File: src/hdl/ced_pkg.sv
// Shared types, codes and helpers for the case-insensitive edit distance unit.
`default_nettype none

package ced_pkg;

    localparam int MAX_LEN_DEF = 32;

    // request opcodes at the input port
    localparam logic [1:0] OP_START = 2'd0;
    localparam logic [1:0] OP_LOAD  = 2'd1;
    localparam logic [1:0] OP_TEXT  = 2'd2;
    localparam logic [1:0] OP_EMIT  = 2'd3;

    // command kinds travelling down the cell chain
    localparam logic [2:0] K_NOP   = 3'd0;
    localparam logic [2:0] K_START = 3'd1;
    localparam logic [2:0] K_LOAD  = 3'd2;
    localparam logic [2:0] K_TEXT  = 3'd3;
    localparam logic [2:0] K_EMIT  = 3'd4;

    typedef struct packed {
        logic [2:0] kind;
        logic       err;
        logic [7:0] ch;
    } t_cmd;

    function automatic logic [7:0] fold_case(input logic [7:0] c);
        logic [7:0] r;
        r = c;
        if (c >= 8'h61 && c <= 8'h7A) begin
            r = c - 8'h20;
        end
        return r;
    endfunction

endpackage

`default_nettype wire

File: src/hdl/ced_ctrl.sv
// Front controller: decodes requests, tracks lengths and errors, feeds the cell chain.
`default_nettype none

module ced_ctrl
    import ced_pkg::*;
#(
    parameter int MAX_LEN = MAX_LEN_DEF,
    localparam int IW = $clog2(MAX_LEN + 1),
    localparam int VW = $clog2(2 * MAX_LEN + 1)
) (
    input  wire logic          i_clk,
    input  wire logic          i_rst_n,
    input  wire logic          i_start,
    input  wire logic [1:0]    i_op,
    input  wire logic [7:0]    i_ch,
    output t_cmd               o_cmd,
    output logic [IW-1:0]      o_idx,
    output logic [VW-1:0]      o_left,
    output logic [VW-1:0]      o_diag
);

    localparam logic [IW-1:0] C_MAX = IW'(MAX_LEN);

    logic [IW-1:0] r_plen, n_plen;
    logic [IW-1:0] r_tcount, n_tcount;
    logic          r_tstarted, n_tstarted;
    logic          r_err, n_err;
    t_cmd          r_cmd, n_cmd;
    logic [IW-1:0] r_idx, n_idx;
    logic [VW-1:0] r_left, n_left;
    logic [VW-1:0] r_diag, n_diag;

    always_comb begin
        n_plen     = r_plen;
        n_tcount   = r_tcount;
        n_tstarted = r_tstarted;
        n_err      = r_err;
        n_cmd.kind = K_NOP;
        n_cmd.err  = r_err;
        n_cmd.ch   = i_ch;
        n_idx      = r_plen;
        // column entry zero: diag is the old top value, left the new one
        n_left     = VW'(r_tcount);
        n_diag     = VW'(r_tcount);
        if (i_start) begin
            unique case (i_op)
                OP_START: begin
                    n_plen     = '0;
                    n_tcount   = '0;
                    n_tstarted = 1'b0;
                    n_err      = 1'b0;
                    n_cmd.kind = K_START;
                end
                OP_LOAD: begin
                    if (r_tstarted || r_plen >= C_MAX) begin
                        n_err = 1'b1;
                    end else begin
                        n_cmd.kind = K_LOAD;
                        n_plen     = r_plen + 1'b1;
                    end
                end
                OP_TEXT: begin
                    n_tstarted = 1'b1;
                    if (r_tcount >= C_MAX) begin
                        n_err = 1'b1;
                    end else begin
                        n_cmd.kind = K_TEXT;
                        n_left     = VW'(r_tcount) + 1'b1;
                        n_tcount   = r_tcount + 1'b1;
                    end
                end
                OP_EMIT: begin
                    // left carries the result value; cells swap in their entry
                    n_cmd.kind = K_EMIT;
                end
            endcase
        end
    end

    always_ff @(posedge i_clk) begin
        if (!i_rst_n) begin
            r_plen     <= '0;
            r_tcount   <= '0;
            r_tstarted <= 1'b0;
            r_err      <= 1'b0;
            r_cmd.kind <= K_NOP;
            r_cmd.err  <= 1'b0;
            r_cmd.ch   <= '0;
        end else begin
            r_plen     <= n_plen;
            r_tcount   <= n_tcount;
            r_tstarted <= n_tstarted;
            r_err      <= n_err;
            r_cmd      <= n_cmd;
        end
    end

    always_ff @(posedge i_clk) begin
        r_idx  <= n_idx;
        r_left <= n_left;
        r_diag <= n_diag;
    end

    assign o_cmd  = r_cmd;
    assign o_idx  = r_idx;
    assign o_left = r_left;
    assign o_diag = r_diag;

`ifndef SYNTHESIS
    a_plen_bound: assert property (@(posedge i_clk) disable iff (!i_rst_n)
        r_plen <= C_MAX)
        else $error("pattern length beyond limit");

    a_tcount_bound: assert property (@(posedge i_clk) disable iff (!i_rst_n)
        r_tcount <= C_MAX)
        else $error("text count beyond limit");

    a_plen_frozen: assert property (@(posedge i_clk) disable iff (!i_rst_n)
        r_tstarted && !(i_start && i_op == OP_START) |=> $stable(r_plen))
        else $error("pattern grew after text started");
`endif

endmodule

`default_nettype wire

File: src/hdl/ced_cell.sv
// One systolic cell: holds one pattern byte and one dynamic programming entry.
`default_nettype none

module ced_cell
    import ced_pkg::*;
#(
    parameter int MAX_LEN = MAX_LEN_DEF,
    parameter int POS = 0,
    localparam int IW = $clog2(MAX_LEN + 1),
    localparam int VW = $clog2(2 * MAX_LEN + 1)
) (
    input  wire logic          i_clk,
    input  wire logic          i_rst_n,
    input  wire t_cmd          i_cmd,
    input  wire logic [IW-1:0] i_idx,
    input  wire logic [VW-1:0] i_left,
    input  wire logic [VW-1:0] i_diag,
    output t_cmd               o_cmd,
    output logic [IW-1:0]      o_idx,
    output logic [VW-1:0]      o_left,
    output logic [VW-1:0]      o_diag
);

    localparam logic [IW-1:0] C_POS  = IW'(POS);
    localparam logic [IW-1:0] C_SLOT = IW'(POS + 1);
    localparam logic [VW-1:0] C_INIT = VW'(POS + 1);

    logic [7:0]    r_pat, n_pat;
    logic [VW-1:0] r_prev, n_prev;
    t_cmd          r_cmd;
    logic [IW-1:0] r_idx;
    logic [VW-1:0] r_left, n_left;
    logic [VW-1:0] r_diag, n_diag;

    logic          w_cost;
    logic [VW:0]   w_up, w_lf, w_dg, w_m1, w_best;

    always_comb begin
        w_cost = (r_pat != fold_case(i_cmd.ch));
        w_up   = {1'b0, r_prev} + 1'b1;
        w_lf   = {1'b0, i_left} + 1'b1;
        w_dg   = {1'b0, i_diag} + (VW + 1)'(w_cost);
        w_m1   = (w_lf < w_up) ? w_lf : w_up;
        w_best = (w_dg < w_m1) ? w_dg : w_m1;
    end

    always_comb begin
        n_pat  = r_pat;
        n_prev = r_prev;
        n_left = i_left;
        n_diag = i_diag;
        unique case (i_cmd.kind)
            K_START: n_prev = C_INIT;
            K_LOAD: begin
                if (i_idx == C_POS) begin
                    n_pat = fold_case(i_cmd.ch);
                end
            end
            K_TEXT: begin
                // bounded by 2*MAX_LEN, so the top bit is always clear
                n_prev = w_best[VW-1:0];
                n_left = w_best[VW-1:0];
                n_diag = r_prev;
            end
            K_EMIT: begin
                if (i_idx == C_SLOT) begin
                    n_left = r_prev;
                end
            end
            default: ;
        endcase
    end

    always_ff @(posedge i_clk) begin
        if (!i_rst_n) begin
            r_prev     <= C_INIT;
            r_cmd.kind <= K_NOP;
            r_cmd.err  <= 1'b0;
            r_cmd.ch   <= '0;
        end else begin
            r_prev <= n_prev;
            r_cmd  <= i_cmd;
        end
    end

    always_ff @(posedge i_clk) begin
        r_pat  <= n_pat;
        r_idx  <= i_idx;
        r_left <= n_left;
        r_diag <= n_diag;
    end

    assign o_cmd  = r_cmd;
    assign o_idx  = r_idx;
    assign o_left = r_left;
    assign o_diag = r_diag;

endmodule

`default_nettype wire

File: src/hdl/case_insensitive_edit_distance_unit.sv
// Top level: controller followed by a chain of MAX_LEN edit distance cells.
// Result path: an emit request is registered in the controller, then walks one cell per cycle down the chain,
//   and its result strobes at the output of the last cell.
// Throughput: one request per cycle; busy stays low, requests wavefront through the chain.
// Reset: synchronous active low; clears lengths, error flag and sets the column entry of cell k to k+1.
// The receiver cannot stall: each result is on the ports for exactly one cycle.
`default_nettype none

module case_insensitive_edit_distance_unit
    import ced_pkg::*;
#(
    parameter int MAX_LEN = MAX_LEN_DEF,
    localparam int IW = $clog2(MAX_LEN + 1),
    localparam int VW = $clog2(2 * MAX_LEN + 1)
) (
    input  wire logic       i_clk,
    input  wire logic       i_rst_n,
    input  wire logic       start,
    output logic            busy,
    input  wire logic [1:0] i_op,
    input  wire logic [7:0] i_ch,
    output logic            o_valid,
    output logic [5:0]      o_distance,
    output logic            o_error
);

    t_cmd          w_cmd  [0:MAX_LEN];
    logic [IW-1:0] w_idx  [0:MAX_LEN];
    logic [VW-1:0] w_left [0:MAX_LEN];
    logic [VW-1:0] w_diag [0:MAX_LEN];

    // every request enters the chain in order, so nothing ever waits
    assign busy = 1'b0;

    ced_ctrl #(
        .MAX_LEN(MAX_LEN)
    ) u_ctrl (
        .i_clk   (i_clk),
        .i_rst_n (i_rst_n),
        .i_start (start && !busy),
        .i_op    (i_op),
        .i_ch    (i_ch),
        .o_cmd   (w_cmd[0]),
        .o_idx   (w_idx[0]),
        .o_left  (w_left[0]),
        .o_diag  (w_diag[0])
    );

    for (genvar k = 0; k < MAX_LEN; k++) begin : g_cell
        ced_cell #(
            .MAX_LEN(MAX_LEN),
            .POS    (k)
        ) u_cell (
            .i_clk   (i_clk),
            .i_rst_n (i_rst_n),
            .i_cmd   (w_cmd[k]),
            .i_idx   (w_idx[k]),
            .i_left  (w_left[k]),
            .i_diag  (w_diag[k]),
            .o_cmd   (w_cmd[k+1]),
            .o_idx   (w_idx[k+1]),
            .o_left  (w_left[k+1]),
            .o_diag  (w_diag[k+1])
        );
    end

    assign o_valid    = (w_cmd[MAX_LEN].kind == K_EMIT);
    assign o_error    = w_cmd[MAX_LEN].err;
    assign o_distance = w_cmd[MAX_LEN].err ? 6'd0 : 6'(w_left[MAX_LEN]);

`ifndef SYNTHESIS
    a_latency: assert property (@(posedge i_clk) disable iff (!i_rst_n)
        o_valid |-> $past(w_cmd[0].kind == K_EMIT, MAX_LEN))
        else $error("result without matching emit request");

    a_err_zero: assert property (@(posedge i_clk) disable iff (!i_rst_n)
        o_valid && o_error |-> o_distance == 6'd0)
        else $error("distance not cleared on error");

    a_left_step: assert property (@(posedge i_clk) disable iff (!i_rst_n)
        w_cmd[0].kind == K_TEXT |=> w_left[1] <= $past(w_left[0]) + 1)
        else $error("cell result exceeds left neighbor plus one");
`endif

endmodule

`default_nettype wire
File: config.mk
export PLATFORM = sky130hd
export DESIGN_NAME = case_insensitive_edit_distance_unit
export DESIGN_NICKNAME = d
export VERILOG_FILES = /design/src/hdl/ced_pkg.sv /design/src/hdl/ced_ctrl.sv /design/src/hdl/ced_cell.sv /design/src/hdl/case_insensitive_edit_distance_unit.sv
export SDC_FILE = /design/constraint.sdc
export NUM_CORES = 2
export LEC_CHECK = 0
export BUFFER_PORTS_ARGS = -buffer_cell sky130_fd_sc_hd__clkbuf_2
export CAP_MARGIN = 20
export CORE_MARGIN = 2
export CORE_UTILIZATION = 65
export DETAILED_ROUTE_END_ITERATION = 7
export PLACE_DENSITY = 0.8
export SLEW_MARGIN = 40
export SYNTH_ARGS = -nofsm -noshare
export SYNTH_HDL_FRONTEND = slang
export SYNTH_HIERARCHICAL = 1
export SYNTH_SLANG_ARGS = --single-unit
File: constraint.sdc
create_clock -name i_clk -period 5.2 [get_ports i_clk]
set_input_delay 0.26 -clock i_clk [delete_from_list [all_inputs] [get_ports i_clk]]
set_output_delay 0.26 -clock i_clk [all_outputs]
set_load 0.05 [all_outputs]
==> metrics <==
I/O pin count 22; yosys warns 6; VDD IR-drop max 0.0003606 V; initial antenna violation count 0; GR peak layer met2; full die area 134100 um^2; share of layout cells above drive strength 1 between 8 and 9%; dpl hpwl between 150 and 200 mm; fill count 9924; min-delay src i_op[0]; die height 366.3 um; setup TNS 0 ns; Total GRT Usage 29.31%; Via Count between 60000 and 70000; worst path required time 5.87 ns; period utilization a little over nine tenths; Peak Freq 203.9 MHz; R2R setup slack 0.30 ns; area of the multi-input gates 48390 um^2; Synth Instances 9293; worst reg2reg startpoint g_cell[15].u_cell/o_cmd[1]; Final GP Congestion 0.9453; Setup CP Type flop to flop; Area Overhead vs Synth 8.053%; CTS tree built; Root Driver clkbuf_16; vias in the first global route 66020; Congestion Overflow GR 0; Worst R2R Path Depth 17; Post-Route WL a little over 200 mm; skew final 0.02751 ns; largest net degree at the start of global routing about 110; CP max FO 12; Hold EP u_ctrl/r_err; Mapped Area between 80000 and 90000 um^2; unrepaired setup endpoints after global routing no; PD cells 286.1 nW/um^2; final period demand of the worst path 4.904 ns; ANT nets after route 0; GR Util met1 a little under two fifths; Worst Tran Pin Value 0.8359 ns; Min-Delay Path Depth 5; HP Class input port to flop; MaxCap Viol Count 0; mean post-synth cell area 9.179 um^2; Via density 6.126; Final Cell Area 92170 um^2; # rows 132; max_slew headroom 43.90%; Iteration-0 DRC Markers 6367; Ant. Diodes 0; Pre-antenna DRT Iters 6; Final Instance Count excl. Fillers 11150; post-route core utilization 71.00%; leakage power 0.03930 uW; Final Setup Violations 0; register area 33130 um^2; DRC viols 0; Slew Viols, Final 0; cts bufs inserted between 150 and 200; CTS clk-pin slew, worst paths 0.06 ns; Max Root-Sink Buffers 3; Placement Cell Area 86420 um^2; crit path DAT 5.57 ns; met2 Usage GRT 50.79%; core area 129800 um^2; Die X 366.3 um; Placed Cells 10850; nets roughly 9900; status finished clean; first-pass GRT wire length 332.4 mm; Final Hold Viols 0; WL/cell approximately 18 um; initial core utilization 65.71%; met3 GRT Util 3.549%; Worst setup SP type flop; # H-tree levels 4; I/O Buffers 20; endpoint type of the worst setup path flop; Final Power about 26000 uW; Clock Sinks 1527; clock insertion delay at the later pin of the skew report around 0.80 ns; r2r endpoint g_cell[16].u_cell/o_left[6]
==> what timing repair did <==
action / CTS / global route
setup buffers: 0 / 2
resized for setup: 0 / 9
endpoints found under the setup margin: 0 / 25
hold buffers: 13 / 0
hold endpoints to repair: 16 / 0
==> cell type report <==
class                           count  share of cell area, %
Clock inverter                     77                 0.9652
Timing Repair Buffer              101                 0.8552
Clock buffer                      216                  4.982
Tap cell                         1742                  2.365
Inverter                          586                  2.386
Sequential cell                  1527                  35.95
Multi-Input combinational cell   6904                  52.50
==> sequential cells by signal, summed over array words and instances, names as in the netlist <==
| name | count |
|---|---|
| u_ctrl/o_idx | 6 |
| g_cell.u_cell/o_left | 223 |
| u_ctrl/r_tstarted | 1 |
| u_ctrl/o_diag | 6 |
| g_cell.u_cell/o_idx | 186 |
| u_ctrl/r_tcount | 6 |
| u_ctrl/o_cmd | 12 |
| g_cell.u_cell/r_prev | 224 |
| g_cell.u_cell/r_pat | 256 |
| u_ctrl/n_idx | 6 |
| u_ctrl/o_left | 7 |
| g_cell.u_cell/o_cmd | 376 |
| g_cell.u_cell/o_diag | 217 |
| u_ctrl/r_err | 1 |
==> report_power, final <==
part / switching (uW) / leakage, uW / internal [uW]
logic: 1490 / 0.0239 / 902
clock network: 4780 / 0.00268 / 6930
registers: 167 / 0.0127 / 12100
total: 6430 / 0.0393 / 19900
==> layer usage <==
| layer | vias up | wire (um) |
|---|---|---|
| li1 | 33210 | - |
| met1 | 32400 | 87980 |
| met2 | 2223 | 98800 |
| met3 | 492 | 10360 |
| met4 | 0 | 6011 |
| met5 | - | 0 |
==> cell usage in the layout (no fill, tap or decap), drive strengths merged, types with 256 or more instances in the layout <==
| cell type | n |
|---|---|
| nor2 | 493 |
| ha | 616 |
| xnor2 | 295 |
| a21oi | 491 |
| nand2 | 1069 |
| edfxtp | 256 |
| xor2 | 454 |
| and3 | 329 |
| inv | 599 |
| dfxtp | 1271 |
| nand3 | 489 |
| and2 | 400 |
| o31ai | 298 |
==> worst max path at each step <==
stage / start / end / cells past startpoint
after floorplan: g_cell[22].u_cell/o_cmd[0] / g_cell[23].u_cell/o_left[1] / 17
after global placement: g_cell[16].u_cell/r_prev[0] / g_cell[16].u_cell/o_left[6] / 16
after detailed placement: g_cell[16].u_cell/r_prev[0] / g_cell[16].u_cell/r_prev[4] / 15
after CTS: g_cell[21].u_cell/o_cmd[1] / g_cell[22].u_cell/r_prev[5] / 19
after global routing: g_cell[23].u_cell/r_prev[0] / g_cell[23].u_cell/o_left[2] / 17
final: g_cell[15].u_cell/o_cmd[1] / g_cell[16].u_cell/o_left[6] / 17
==> critical path: stages (launching register included) <==
cell	delay [ns]
dfxtp_1	0.41
nor3_1	0.08
o2bb2ai_1	0.15
nor4_1	0.43
nor2_1	0.17
xor2_1	0.19
or4_1	0.58
ha_1	0.27
ha_1	0.22
nand3_1	0.13
nor2_1	0.07
xor2_1	0.15
ha_1	0.33
a21o_1	0.22
a2111oi_4	0.56
o31ai_4	0.24
and4_4	0.25
o31ai_1	0.33
==> metrics by stage <==
stage,hold slack [ns],setup WS (ns)
global route,0.1135,0.01205
CTS,0.01722,0.1475
detailed placement,0.3289,0.3343
finish,0.06185,0.2961
global placement,0.3336,0.4332
floorplan,0.3224,0.9000
Note: power is estimated with default switching activity, not from simulation.
